### config.mk
export PLATFORM = sky130hd
export DESIGN_NAME = text_line_segmenter_top
export DESIGN_NICKNAME = d
export VERILOG_FILES = /design/src/hdl/tls_pkg.sv /design/src/hdl/text_line_segmenter_top.sv /design/src/hdl/tls_lanes.sv /design/src/hdl/tls_merge.sv /design/src/hdl/tls_rsp_queue.sv
export SDC_FILE = /design/constraint.sdc
export NUM_CORES = 1
export LEC_CHECK = 0
export BUFFER_PORTS_ARGS = -buffer_cell sky130_fd_sc_hd__buf_2
export CAP_MARGIN = 0
export CORE_ASPECT_RATIO = 0.5
export CORE_UTILIZATION = 40
export CTS_BUF_LIST = sky130_fd_sc_hd__clkbuf_16
export CTS_CLUSTER_DIAMETER = 100
export CTS_CLUSTER_SIZE = 40
export DETAILED_ROUTE_END_ITERATION = 10
export PLACE_DENSITY_LB_ADDON = 0.1
export SLEW_MARGIN = 20
export SYNTH_ARGS = -nofsm -noshare
export SYNTH_HDL_FRONTEND = slang
export SYNTH_HIERARCHICAL = 1
export SYNTH_SLANG_ARGS = --single-unit
### constraint.sdc
create_clock -name clock -period 6.8 [get_ports clock]
set_input_delay 0.34 -clock clock [delete_from_list [all_inputs] [get_ports clock]]
set_output_delay 0.34 -clock clock [all_outputs]
set_load 0.05 [all_outputs]
### src/hdl/tls_pkg.sv
// ----------------------------------------------------------------------------
// tls_pkg: shared types and constants of the text line segmenter
// Register codes, default sizes, the group control struct passed from the
// lane stage to the merge stage, and the line box carried to the output.
// ----------------------------------------------------------------------------
package tls_pkg;

   // default sizing of the top level
   localparam int MAX_WIDTH_DEF  = 4096;
   localparam int MAX_HEIGHT_DEF = 4096;
   localparam int LANES_DEF      = 8;

   // fixed field widths
   localparam int CFG_W       = 13;
   localparam int COORD_W     = 12;
   localparam int CSR_INDEX_W = 2;

   // register reset values
   localparam logic [CFG_W-1:0] IMAGE_WIDTH_RESET  = 13'd1024;
   localparam logic [CFG_W-1:0] IMAGE_HEIGHT_RESET = 13'd1024;

   // result queue sizing
   localparam int RSP_DEPTH = 3;
   localparam int RSP_PTR_W = 2;
   localparam int RSP_CNT_W = 2;

   // configuration register indexes
   typedef enum logic [CSR_INDEX_W-1:0] {
      CSR_IMAGE_WIDTH  = 2'd0,
      CSR_IMAGE_HEIGHT = 2'd1
   } csr_index_type;

   // per-group control from the lane stage
   typedef struct packed {
      logic valid;
      logic row_end;
      logic frame_end;
   } grp_ctl_type;

   // bounding box of one text line
   typedef struct packed {
      logic [COORD_W-1:0] left;
      logic [COORD_W-1:0] top;
      logic [COORD_W-1:0] right;
      logic [COORD_W-1:0] bottom;
      logic               at_frame_end;
   } box_type;

endpackage

### src/hdl/text_line_segmenter_top.sv
// ----------------------------------------------------------------------------
// text_line_segmenter_top: projection-profile text line segmenter
// Takes a binary image in raster order, LANES pixels per item, and emits the
// inclusive bounding box of every maximal run of inked rows.
// ----------------------------------------------------------------------------
// The block takes one item per clock while req_ready is high. An item is
// registered in the lane stage (one lane per pixel, plus the column/row
// counters) and in the next cycle passes the merge stage, which folds it
// into the row and line extents; a box closed by that item is stored in the
// result queue and shows on rsp_valid from there. Boxes wait in a
// three-entry queue; req_ready drops only while that queue plus the item in
// the lane stage would fill it, that is when results are not being taken.
// A box is emitted
// at the end of the first blank row after a line, or at the end of the
// frame's last row if the line is still open; image_width and image_height
// of 0 act as 1 and values above MAX_WIDTH / MAX_HEIGHT are clamped. Write
// the size registers only while the block is idle.
module text_line_segmenter_top #(
   parameter int MAX_WIDTH  = tls_pkg::MAX_WIDTH_DEF,
   parameter int MAX_HEIGHT = tls_pkg::MAX_HEIGHT_DEF,
   parameter int LANES      = tls_pkg::LANES_DEF
) (
   input  logic                              clock,
   input  logic                              reset,
   input  logic                              req_valid,
   output logic                              req_ready,
   input  logic [LANES-1:0]                  req_ink_bits,
   output logic                              rsp_valid,
   input  logic                              rsp_ready,
   output logic [tls_pkg::COORD_W-1:0]       rsp_left,
   output logic [tls_pkg::COORD_W-1:0]       rsp_top,
   output logic [tls_pkg::COORD_W-1:0]       rsp_right,
   output logic [tls_pkg::COORD_W-1:0]       rsp_bottom,
   output logic                              rsp_at_frame_end,
   input  logic                              csr_valid,
   output logic                              csr_ready,
   input  logic [tls_pkg::CSR_INDEX_W-1:0]   csr_index,
   input  logic [tls_pkg::CFG_W-1:0]         csr_data
);

   localparam int WSW = ($clog2(MAX_WIDTH + 1) > tls_pkg::CFG_W) ?
                        $clog2(MAX_WIDTH + 1) : tls_pkg::CFG_W;
   localparam int HSW = ($clog2(MAX_HEIGHT + 1) > tls_pkg::CFG_W) ?
                        $clog2(MAX_HEIGHT + 1) : tls_pkg::CFG_W;
   localparam int CW  = $clog2(MAX_WIDTH);
   localparam int RW  = (MAX_HEIGHT > 1) ? $clog2(MAX_HEIGHT) : 1;
   localparam int PDW = tls_pkg::RSP_CNT_W + 1;

   logic [tls_pkg::CFG_W-1:0] image_width_ff, image_width_in;
   logic [tls_pkg::CFG_W-1:0] image_height_ff, image_height_in;
   logic [WSW-1:0]            width_raw, width_lim;
   logic [HSW-1:0]            height_raw, height_lim;

   logic                          in_accept;
   tls_pkg::grp_ctl_type          grp_ctl;
   logic [LANES-1:0]              grp_mask;
   logic [CW-1:0]                 grp_col;
   logic [RW-1:0]                 grp_row;
   logic                          push;
   tls_pkg::box_type              push_box;
   tls_pkg::box_type              out_box;
   logic [tls_pkg::RSP_CNT_W-1:0] fill;
   logic [PDW-1:0]                pending;

   // configuration registers
   assign csr_ready = 1'b1;

   always_comb begin
      image_width_in  = image_width_ff;
      image_height_in = image_height_ff;
      if (csr_valid && csr_ready) begin
         unique case (csr_index)
            tls_pkg::CSR_IMAGE_WIDTH:  image_width_in  = csr_data;
            tls_pkg::CSR_IMAGE_HEIGHT: image_height_in = csr_data;
            default: ;
         endcase
      end
   end

   always_ff @(posedge clock) begin
      if (reset) begin
         image_width_ff  <= tls_pkg::IMAGE_WIDTH_RESET;
         image_height_ff <= tls_pkg::IMAGE_HEIGHT_RESET;
      end else begin
         image_width_ff  <= image_width_in;
         image_height_ff <= image_height_in;
      end
   end

   // effective sizes: zero acts as one, clamp to the maximum
   assign width_raw  = WSW'(image_width_ff);
   assign height_raw = HSW'(image_height_ff);

   always_comb begin
      priority if (width_raw == '0) width_lim = WSW'(1);
      else if (width_raw > WSW'(MAX_WIDTH)) width_lim = WSW'(MAX_WIDTH);
      else width_lim = width_raw;
   end

   always_comb begin
      priority if (height_raw == '0) height_lim = HSW'(1);
      else if (height_raw > HSW'(MAX_HEIGHT)) height_lim = HSW'(MAX_HEIGHT);
      else height_lim = height_raw;
   end

   // hold input off when queued results plus the item in flight fill the queue
   assign pending   = PDW'(fill) + PDW'(grp_ctl.valid);
   assign req_ready = pending < PDW'(tls_pkg::RSP_DEPTH);
   assign in_accept = req_valid && req_ready;

   tls_lanes #(
      .MAX_WIDTH  (MAX_WIDTH),
      .MAX_HEIGHT (MAX_HEIGHT),
      .LANES      (LANES)
   ) u_lanes (
      .clock      (clock),
      .reset      (reset),
      .in_accept  (in_accept),
      .ink_bits   (req_ink_bits),
      .width_lim  (width_lim),
      .height_lim (height_lim),
      .grp_ctl    (grp_ctl),
      .grp_mask   (grp_mask),
      .grp_col    (grp_col),
      .grp_row    (grp_row)
   );

   tls_merge #(
      .MAX_WIDTH  (MAX_WIDTH),
      .MAX_HEIGHT (MAX_HEIGHT),
      .LANES      (LANES)
   ) u_merge (
      .clock    (clock),
      .reset    (reset),
      .grp_ctl  (grp_ctl),
      .grp_mask (grp_mask),
      .grp_col  (grp_col),
      .grp_row  (grp_row),
      .push     (push),
      .push_box (push_box)
   );

   tls_rsp_queue u_rsp_queue (
      .clock     (clock),
      .reset     (reset),
      .push      (push),
      .push_box  (push_box),
      .pop       (rsp_valid && rsp_ready),
      .out_valid (rsp_valid),
      .out_box   (out_box),
      .fill      (fill)
   );

   assign rsp_left         = out_box.left;
   assign rsp_top          = out_box.top;
   assign rsp_right        = out_box.right;
   assign rsp_bottom       = out_box.bottom;
   assign rsp_at_frame_end = out_box.at_frame_end;

endmodule

### src/hdl/tls_lanes.sv
// ----------------------------------------------------------------------------
// tls_lanes: pixel lanes and raster position
// Each lane qualifies one pixel of the group against the row width. The
// column and row counters advance per item and flag end of row and frame.
// ----------------------------------------------------------------------------
module tls_lanes #(
   parameter int MAX_WIDTH  = tls_pkg::MAX_WIDTH_DEF,
   parameter int MAX_HEIGHT = tls_pkg::MAX_HEIGHT_DEF,
   parameter int LANES      = tls_pkg::LANES_DEF,
   localparam int WSW = ($clog2(MAX_WIDTH + 1) > tls_pkg::CFG_W) ?
                        $clog2(MAX_WIDTH + 1) : tls_pkg::CFG_W,
   localparam int HSW = ($clog2(MAX_HEIGHT + 1) > tls_pkg::CFG_W) ?
                        $clog2(MAX_HEIGHT + 1) : tls_pkg::CFG_W,
   localparam int CW  = $clog2(MAX_WIDTH),
   localparam int RW  = (MAX_HEIGHT > 1) ? $clog2(MAX_HEIGHT) : 1
) (
   input  logic                  clock,
   input  logic                  reset,
   input  logic                  in_accept,
   input  logic [LANES-1:0]      ink_bits,
   input  logic [WSW-1:0]        width_lim,
   input  logic [HSW-1:0]        height_lim,
   output tls_pkg::grp_ctl_type  grp_ctl,
   output logic [LANES-1:0]      grp_mask,
   output logic [CW-1:0]         grp_col,
   output logic [RW-1:0]         grp_row
);

   localparam int LPW  = $clog2(LANES + 1);
   localparam int SUMW = WSW + LPW;
   localparam int RSW  = HSW + 1;

   logic [CW-1:0]        col_pos_ff, col_pos_in;
   logic [RW-1:0]        row_pos_ff, row_pos_in;
   tls_pkg::grp_ctl_type ctl_ff, ctl_in;
   logic [LANES-1:0]     mask_ff;
   logic [CW-1:0]        col_ff;
   logic [RW-1:0]        row_ff;

   logic [LANES-1:0]     lane_ok;
   logic [LANES-1:0]     mask_in;
   logic                 row_end;
   logic                 frame_end;
   logic [RSW-1:0]       row_inc;

   // one lane per pixel: inside the row and inked
   for (genvar i = 0; i < LANES; i++) begin : g_lane
      assign lane_ok[i] = (SUMW'(col_pos_ff) + SUMW'(i)) < SUMW'(width_lim);
      assign mask_in[i] = ink_bits[i] & lane_ok[i];
   end

   // end of row once the group reaches or passes the width
   assign row_end   = (SUMW'(col_pos_ff) + SUMW'(LANES)) >= SUMW'(width_lim);
   assign row_inc   = RSW'(row_pos_ff) + RSW'(1);
   assign frame_end = row_end && (row_inc >= RSW'(height_lim));

   // raster position update
   always_comb begin
      col_pos_in = col_pos_ff;
      row_pos_in = row_pos_ff;
      if (in_accept) begin
         if (row_end) begin
            col_pos_in = '0;
            row_pos_in = frame_end ? '0 : (row_pos_ff + RW'(1));
         end else begin
            col_pos_in = col_pos_ff + CW'(LANES);
         end
      end
   end

   // stage control
   always_comb begin
      ctl_in           = ctl_ff;
      ctl_in.valid     = in_accept;
      if (in_accept) begin
         ctl_in.row_end   = row_end;
         ctl_in.frame_end = frame_end;
      end
   end

   always_ff @(posedge clock) begin
      if (reset) begin
         col_pos_ff <= '0;
         row_pos_ff <= '0;
         ctl_ff     <= '0;
      end else begin
         col_pos_ff <= col_pos_in;
         row_pos_ff <= row_pos_in;
         ctl_ff     <= ctl_in;
      end
   end

   // stage payload
   always_ff @(posedge clock) begin
      if (in_accept) begin
         mask_ff <= mask_in;
         col_ff  <= col_pos_ff;
         row_ff  <= row_pos_ff;
      end
   end

   assign grp_ctl  = ctl_ff;
   assign grp_mask = mask_ff;
   assign grp_col  = col_ff;
   assign grp_row  = row_ff;

endmodule

### src/hdl/tls_merge.sv
// ----------------------------------------------------------------------------
// tls_merge: lane merge and line tracking
// Finds the first and last inked lane of a group, folds them into the row
// extent, and at row end extends, opens or closes the current text line.
// ----------------------------------------------------------------------------
module tls_merge #(
   parameter int MAX_WIDTH  = tls_pkg::MAX_WIDTH_DEF,
   parameter int MAX_HEIGHT = tls_pkg::MAX_HEIGHT_DEF,
   parameter int LANES      = tls_pkg::LANES_DEF,
   localparam int CW = $clog2(MAX_WIDTH),
   localparam int RW = (MAX_HEIGHT > 1) ? $clog2(MAX_HEIGHT) : 1
) (
   input  logic                  clock,
   input  logic                  reset,
   input  tls_pkg::grp_ctl_type  grp_ctl,
   input  logic [LANES-1:0]      grp_mask,
   input  logic [CW-1:0]         grp_col,
   input  logic [RW-1:0]         grp_row,
   output logic                  push,
   output tls_pkg::box_type      push_box
);

   localparam int LW = (LANES > 1) ? $clog2(LANES) : 1;

   logic          row_has_ff, row_has_in;
   logic [CW-1:0] row_first_ff, row_first_in;
   logic [CW-1:0] row_last_ff, row_last_in;
   logic          inside_ff, inside_in;
   logic [RW-1:0] line_row_ff, line_row_in;
   logic [CW-1:0] line_left_ff, line_left_in;
   logic [CW-1:0] line_right_ff, line_right_in;

   logic          any_ink;
   logic [LW-1:0] first_idx;
   logic [LW-1:0] last_idx;
   logic [CW-1:0] grp_first;
   logic [CW-1:0] grp_last;
   logic          eff_has;
   logic [CW-1:0] eff_first;
   logic [CW-1:0] eff_last;

   // low bits of a column or row as a result coordinate
   function automatic logic [tls_pkg::COORD_W-1:0] col_coord(input logic [CW-1:0] v);
      logic [CW+tls_pkg::COORD_W-1:0] t;
      t = {{tls_pkg::COORD_W{1'b0}}, v};
      return t[tls_pkg::COORD_W-1:0];
   endfunction

   function automatic logic [tls_pkg::COORD_W-1:0] row_coord(input logic [RW-1:0] v);
      logic [RW+tls_pkg::COORD_W-1:0] t;
      t = {{tls_pkg::COORD_W{1'b0}}, v};
      return t[tls_pkg::COORD_W-1:0];
   endfunction

   // first and last inked lane
   always_comb begin
      first_idx = '0;
      last_idx  = '0;
      for (int i = LANES - 1; i >= 0; i--) begin
         if (grp_mask[i]) first_idx = LW'(i);
      end
      for (int i = 0; i < LANES; i++) begin
         if (grp_mask[i]) last_idx = LW'(i);
      end
   end

   assign any_ink   = |grp_mask;
   assign grp_first = grp_col + CW'(first_idx);
   assign grp_last  = grp_col + CW'(last_idx);

   // row extent including this group
   assign eff_has   = row_has_ff | any_ink;
   assign eff_first = row_has_ff ? row_first_ff : grp_first;
   assign eff_last  = any_ink ? grp_last : row_last_ff;

   // row and line update, result on line close
   always_comb begin
      row_has_in    = row_has_ff;
      row_first_in  = row_first_ff;
      row_last_in   = row_last_ff;
      inside_in     = inside_ff;
      line_row_in   = line_row_ff;
      line_left_in  = line_left_ff;
      line_right_in = line_right_ff;
      push          = 1'b0;
      push_box      = '0;
      if (grp_ctl.valid) begin
         if (!grp_ctl.row_end) begin
            row_has_in   = eff_has;
            row_first_in = eff_first;
            row_last_in  = eff_last;
         end else begin
            row_has_in = 1'b0;
            if (eff_has) begin
               if (!inside_ff) begin
                  inside_in     = 1'b1;
                  line_row_in   = grp_row;
                  line_left_in  = eff_first;
                  line_right_in = eff_last;
               end else begin
                  if (eff_first < line_left_ff) line_left_in = eff_first;
                  if (eff_last > line_right_ff) line_right_in = eff_last;
               end
            end else if (inside_ff) begin
               // blank row closes the line
               push                  = 1'b1;
               push_box.left         = col_coord(line_left_ff);
               push_box.top          = row_coord(line_row_ff);
               push_box.right        = col_coord(line_right_ff);
               push_box.bottom       = row_coord(grp_row - RW'(1));
               push_box.at_frame_end = 1'b0;
               inside_in             = 1'b0;
            end
            if (grp_ctl.frame_end) begin
               // frame end closes a line still open
               if (inside_in) begin
                  push                  = 1'b1;
                  push_box.left         = col_coord(line_left_in);
                  push_box.top          = row_coord(line_row_in);
                  push_box.right        = col_coord(line_right_in);
                  push_box.bottom       = row_coord(grp_row);
                  push_box.at_frame_end = 1'b1;
               end
               inside_in = 1'b0;
            end
         end
      end
   end

   always_ff @(posedge clock) begin
      if (reset) begin
         row_has_ff <= 1'b0;
         inside_ff  <= 1'b0;
      end else begin
         row_has_ff <= row_has_in;
         inside_ff  <= inside_in;
      end
   end

   always_ff @(posedge clock) begin
      row_first_ff  <= row_first_in;
      row_last_ff   <= row_last_in;
      line_row_ff   <= line_row_in;
      line_left_ff  <= line_left_in;
      line_right_ff <= line_right_in;
   end

endmodule

### src/hdl/tls_rsp_queue.sv
// ----------------------------------------------------------------------------
// tls_rsp_queue: result queue
// Small circular buffer of line boxes between the merge stage and the
// result channel, so the input side keeps moving while a result waits.
// ----------------------------------------------------------------------------
module tls_rsp_queue (
   input  logic                            clock,
   input  logic                            reset,
   input  logic                            push,
   input  tls_pkg::box_type                push_box,
   input  logic                            pop,
   output logic                            out_valid,
   output tls_pkg::box_type                out_box,
   output logic [tls_pkg::RSP_CNT_W-1:0]   fill
);

   localparam int PW = tls_pkg::RSP_PTR_W;
   localparam int NW = tls_pkg::RSP_CNT_W;

   tls_pkg::box_type mem_ff [tls_pkg::RSP_DEPTH];
   logic [PW-1:0]    wr_ptr_ff, wr_ptr_in;
   logic [PW-1:0]    rd_ptr_ff, rd_ptr_in;
   logic [NW-1:0]    count_ff, count_in;

   // pointer and count update
   always_comb begin
      wr_ptr_in = wr_ptr_ff;
      rd_ptr_in = rd_ptr_ff;
      count_in  = count_ff;
      if (push) begin
         wr_ptr_in = (wr_ptr_ff == PW'(tls_pkg::RSP_DEPTH - 1)) ? '0 : wr_ptr_ff + PW'(1);
      end
      if (pop) begin
         rd_ptr_in = (rd_ptr_ff == PW'(tls_pkg::RSP_DEPTH - 1)) ? '0 : rd_ptr_ff + PW'(1);
      end
      if (push && !pop) count_in = count_ff + NW'(1);
      else if (pop && !push) count_in = count_ff - NW'(1);
   end

   always_ff @(posedge clock) begin
      if (reset) begin
         wr_ptr_ff <= '0;
         rd_ptr_ff <= '0;
         count_ff  <= '0;
      end else begin
         wr_ptr_ff <= wr_ptr_in;
         rd_ptr_ff <= rd_ptr_in;
         count_ff  <= count_in;
      end
   end

   // storage
   always_ff @(posedge clock) begin
      if (push) mem_ff[wr_ptr_ff] <= push_box;
   end

   assign out_valid = (count_ff != '0);
   assign out_box   = mem_ff[rd_ptr_ff];
   assign fill      = count_ff;

endmodule

==> results by group <==
Layout
  – Antenna cell count: 0
  – Signed area change from the synthesized netlist to the final layout: 6.63%
  – Share of layout cells above drive strength 1: between 10% and 20%
  – Number of fill cells: about 3.4k
  – Area of combinational cells with multiple inputs: 6050 sq um
  – Number of nets in the layout: 1,456
  – Sequential Area: just over 8000 sq um

STA
  – Final setup violation count: 0
  – Final count of pins violating max slew: 0
  – Highest Clock Rate: 236 MHz
  – Final hold violation count: 0
  – Relative slew slack: 24.1%
  – Period utilization: between 60% and 70%
  – Final worst clock skew: between 0.02 and 0.03 ns
  – Accumulated negative setup slack: 0 ns
  – Final critical delay including setup and external delays: between 4 and 5 ns
  – Unrepaired setup endpoints after global routing: false
  – Measured slew at the worst slew-check pin: approximately 1.1 ns

Drt
  – Vias after detailed routing: 9,724
  – Detail-routed net length per standard cell: ~19 microns
  – Count of TritonRoute iterations in the first routing pass: 5
  – Post-route DRC: 0
  – Iteration-0 DRC Markers: slightly above 600
  – Via density per instance: roughly 5.3
  – Count of antenna-violating nets left after detailed routing: 0
  – Routed Wire Length: 34,000 microns

Power and ir drop
  – Part of the power in the clock network: between 20% and 30%
  – Switching power: ~730 uW
  – Comb pwr share: 8.5%
  – Max rail drop VDD: approximately 0.00018 V
  – Share of total power consumed by net switching: between 20% and 30%
  – Design Power: between 3000 and 4000 uW
  – Internal Dissipation: ~2400 uW
  – Sequential cell fraction of total power: around 64%
  – Pwr Density: around 200 nW/um^2
  – Leak Pwr: between 0.005 and 0.006 uW

Critical path
  – Path type of the worst setup path: register to register
  – Worst endpoint required time: between 7 and 8 ns
  – Critical path capture point type: register
  – Worst reg2reg setup slack: approximately 2.6 ns
  – Crit start category: register
  – Arrival time at the worst endpoint: between 4 and 5 ns
  – Maximum fanout along the worst path: 25

Outcome
  – Result of the run: finished, final reports clean

Floorplan
  – Die span in x: 276 microns
  – Die Y-Extent: around 140 microns
  – Number of rows created at floorplan: 49
  – Overall die area: roughly 38,000 sq um
  – Number of top-level pins: 80
  – Initial core utilization: 41.2%
  – Core Region: 36,400 sq um

Synthesis
  – Share of the yosys chip area belonging to registers: between 50% and 60%
  – Number of synthesized flops with an enable pin: between 200 and 250
  – Post-Synthesis Cell Area: between 10,000 and 15,000 sq um
  – Syn avg cell area: between 10 and 15 sq um
  – Synthesis warning total: 6
  – Most used DFF post-synth: edfxtp_1
  – Proportion of register bits with asynchronous set or reset after synthesis: 0%
  – Flops & latches, synth: about 300
  – Instance count of the mapped netlist: roughly 1.3k
  – Unique cell type count in the Yosys netlist: 75

Global route
  – Wire length of the first global-routing pass: about 53,000 microns
  – Overflow left after global routing: 0
  – Vias in the first global route: roughly 9.3k
  – Initial antenna violation count: 0
  – Largest net degree at the start of global routing: 99
  – Global Route Usage Sum: ~18%

Clock tree
  – CTS tree: done
  – Clock buffers created by TritonCTS: 11
  – Clock latency at the later pin of the worst-skew pair: 0.52 ns
  – Total of hold buffers inserted after clock tree synthesis: 0
  – Clock-pin slew of the registers on the worst-case setup and hold paths: approximately 0.14 ns
  – # clock sinks: slightly below 300
  – Setup bufs post-CTS: 0
  – Count of H-tree levels built during CTS: 1
  – Bufs on Longest Clock Path: 3
  – Resized Gates After CTS: 0
  – Cell at the root of the clock tree: clkbuf_16

Worst hold path
  – Min-Delay Path Class: primary input to register

Place
  – Half-perimeter wire length after placement: about 24,000 microns
  – Number of port buffers: slightly below 80
  – Global placement routability congestion: roughly 0.81

Job
  – Number of max-cap violations: 0
per-layer routing:
| metal | GRT usage, % | routed length (microns) | vias up |
|---|---|---|---|
| met5 | 0 | 0 | - |
| met4 | 1.98 | 267 | 0 |
| met3 | 2.96 | 1620 | 18 |
| met1 | 26.9 | 17100 | 4697 |
| met2 | 27.1 | 15000 | 184 |
| li1 | - | - | 4825 |
synth_stat cells (7+ instances only):
cell type	count	area (sq um)
nor3_1	17	85.1
xnor2_1	18	158
a21oi_1	81	405
a22o_1	41	359
xor2_1	27	236
buf_2	18	90.1
and3_1	11	68.8
nand2b_1	9	56.3
o21a_1	8	60.1
dfxtp_1	60	1200
inv_1	63	236
nor2_1	67	251
buf_4	8	60.1
o21ai_1	11	55.1
clkbuf_1	37	139
o21ai_0	85	425
mux2_2	32	360
nand2_1	161	604
edfxtp_1	236	7090
nor3b_1	7	52.6
nor4_1	8	50.1
buf_6	8	90.1
nand3_1	20	100
mux2i_1	53	531
nand4_1	12	75.1
nor2b_1	28	175
ha_1	82	1030
a21o_1	12	90.1
layout make-up:
cell class,instances,share of cell area (%)
timing repair buffer,86,2.82
tap,484,3.79
sequential,296,51.9
multi-input combinational,885,37.9
clock buffer,11,1.72
inverter,64,1.52
clock inverter,6,0.314
placed cells by master (no fill, tap or decap), drive strengths merged, types with 8 or more instances in the layout:
cell type and instances:
mux2i 53, nor3b 8, nand4 12, nor2b 28, buf 86, nand2 161, nor3 18, nor4 8
a21o 12, xor2 27, and3 11, clkbuf 11, edfxtp 236, o21ai 99, a21oi 81, mux2 32
o21a 8, ha 82, inv 68, nor2 68, nand2b 9, dfxtp 60, a22o 41, xnor2 18
nand3 22
per-stage QoR:
stage                     worst slack (ns)  instance area (sq um)  cells  hold WS [ns]  utilization [%]
after CTS                             2.52                  16000   1832        0.0439             43.9
after floorplan                      0.535                  15000   1320         0.403                -
after detailed placement              2.53                  15600   1815         0.464             43.0
after global placement                2.55                  15600   1815         0.462             43.0
after global routing                  2.22                  16000   1832        0.0359             43.9
final                                 2.56                  16000   1832        0.0601             43.9
logic make-up after synthesis:
| logic type | after synthesis | share of synthesized area [%] |
|---|---|---|
| and+or+nand+nor | 377 | 12.2 |
| buffers and inverters | 139 | 4.47 |
| adders and majority gates | 84 | 7.12 |
| xor gates and xnor gates | 45 | 2.63 |
| other | 2 | 0.0502 |
| muxes | 85 | 5.95 |
| DFF | 296 | 55.4 |
| AOI/OAI and AO/OA | 289 | 12.3 |
critical path, cell delays in order, from the launching register on:
cell      delay [ns]
edfxtp_1        0.44
or4_1           0.62
or2_2           0.57
nor2_1          0.18
a21oi_1         0.10
ha_1            0.37
nand4_1         0.11
nor3_1          0.26
o21ai_0         0.13
a31oi_1         0.51
buf_4           0.33
mux2_2          0.36
registers in the layout, indices dropped and copies added (netlist names), 3 cells and up, named ones only:
register,count
height_raw,13
image_width_ff,13
u_lanes/col_pos_ff,9
u_lanes/grp_col,9
u_lanes/grp_ctl,3
u_lanes/grp_mask,8
u_lanes/grp_row,12
u_lanes/row_pos_ff,12
u_merge/line_left_ff,12
u_merge/line_right_ff,12
u_merge/line_row_ff,12
u_merge/row_first_ff,12
u_merge/row_last_ff,12
u_rsp_queue/mem_ff,147
path summary, 6_finish.rpt:
kind | startpoint | endpoint | cells past startpoint
worst max-delay path | u_lanes/grp_mask[3] | u_merge/line_right_ff[7] | 11
worst min-delay path | csr_data[11] | image_width_ff[11] | 3
worst max register to register | u_lanes/grp_mask[3] | u_merge/line_right_ff[7] | 11
worst min register to register | image_width_ff[9] | image_width_ff[9] | 2
power groups by stage:
stage | sequential (uW) | clock [uW] | combinational, uW
2_1_floorplan | 2020 | 0 | 202
3_3_place_gp | 2040 | 0 | 259
3_5_place_dp | 2040 | 0 | 264
4_1_cts | 2000 | 888 | 265
5_1_grt | 2000 | 942 | 301
6_report | 2000 | 854 | 266
Power figures use the tool's default switching activity.
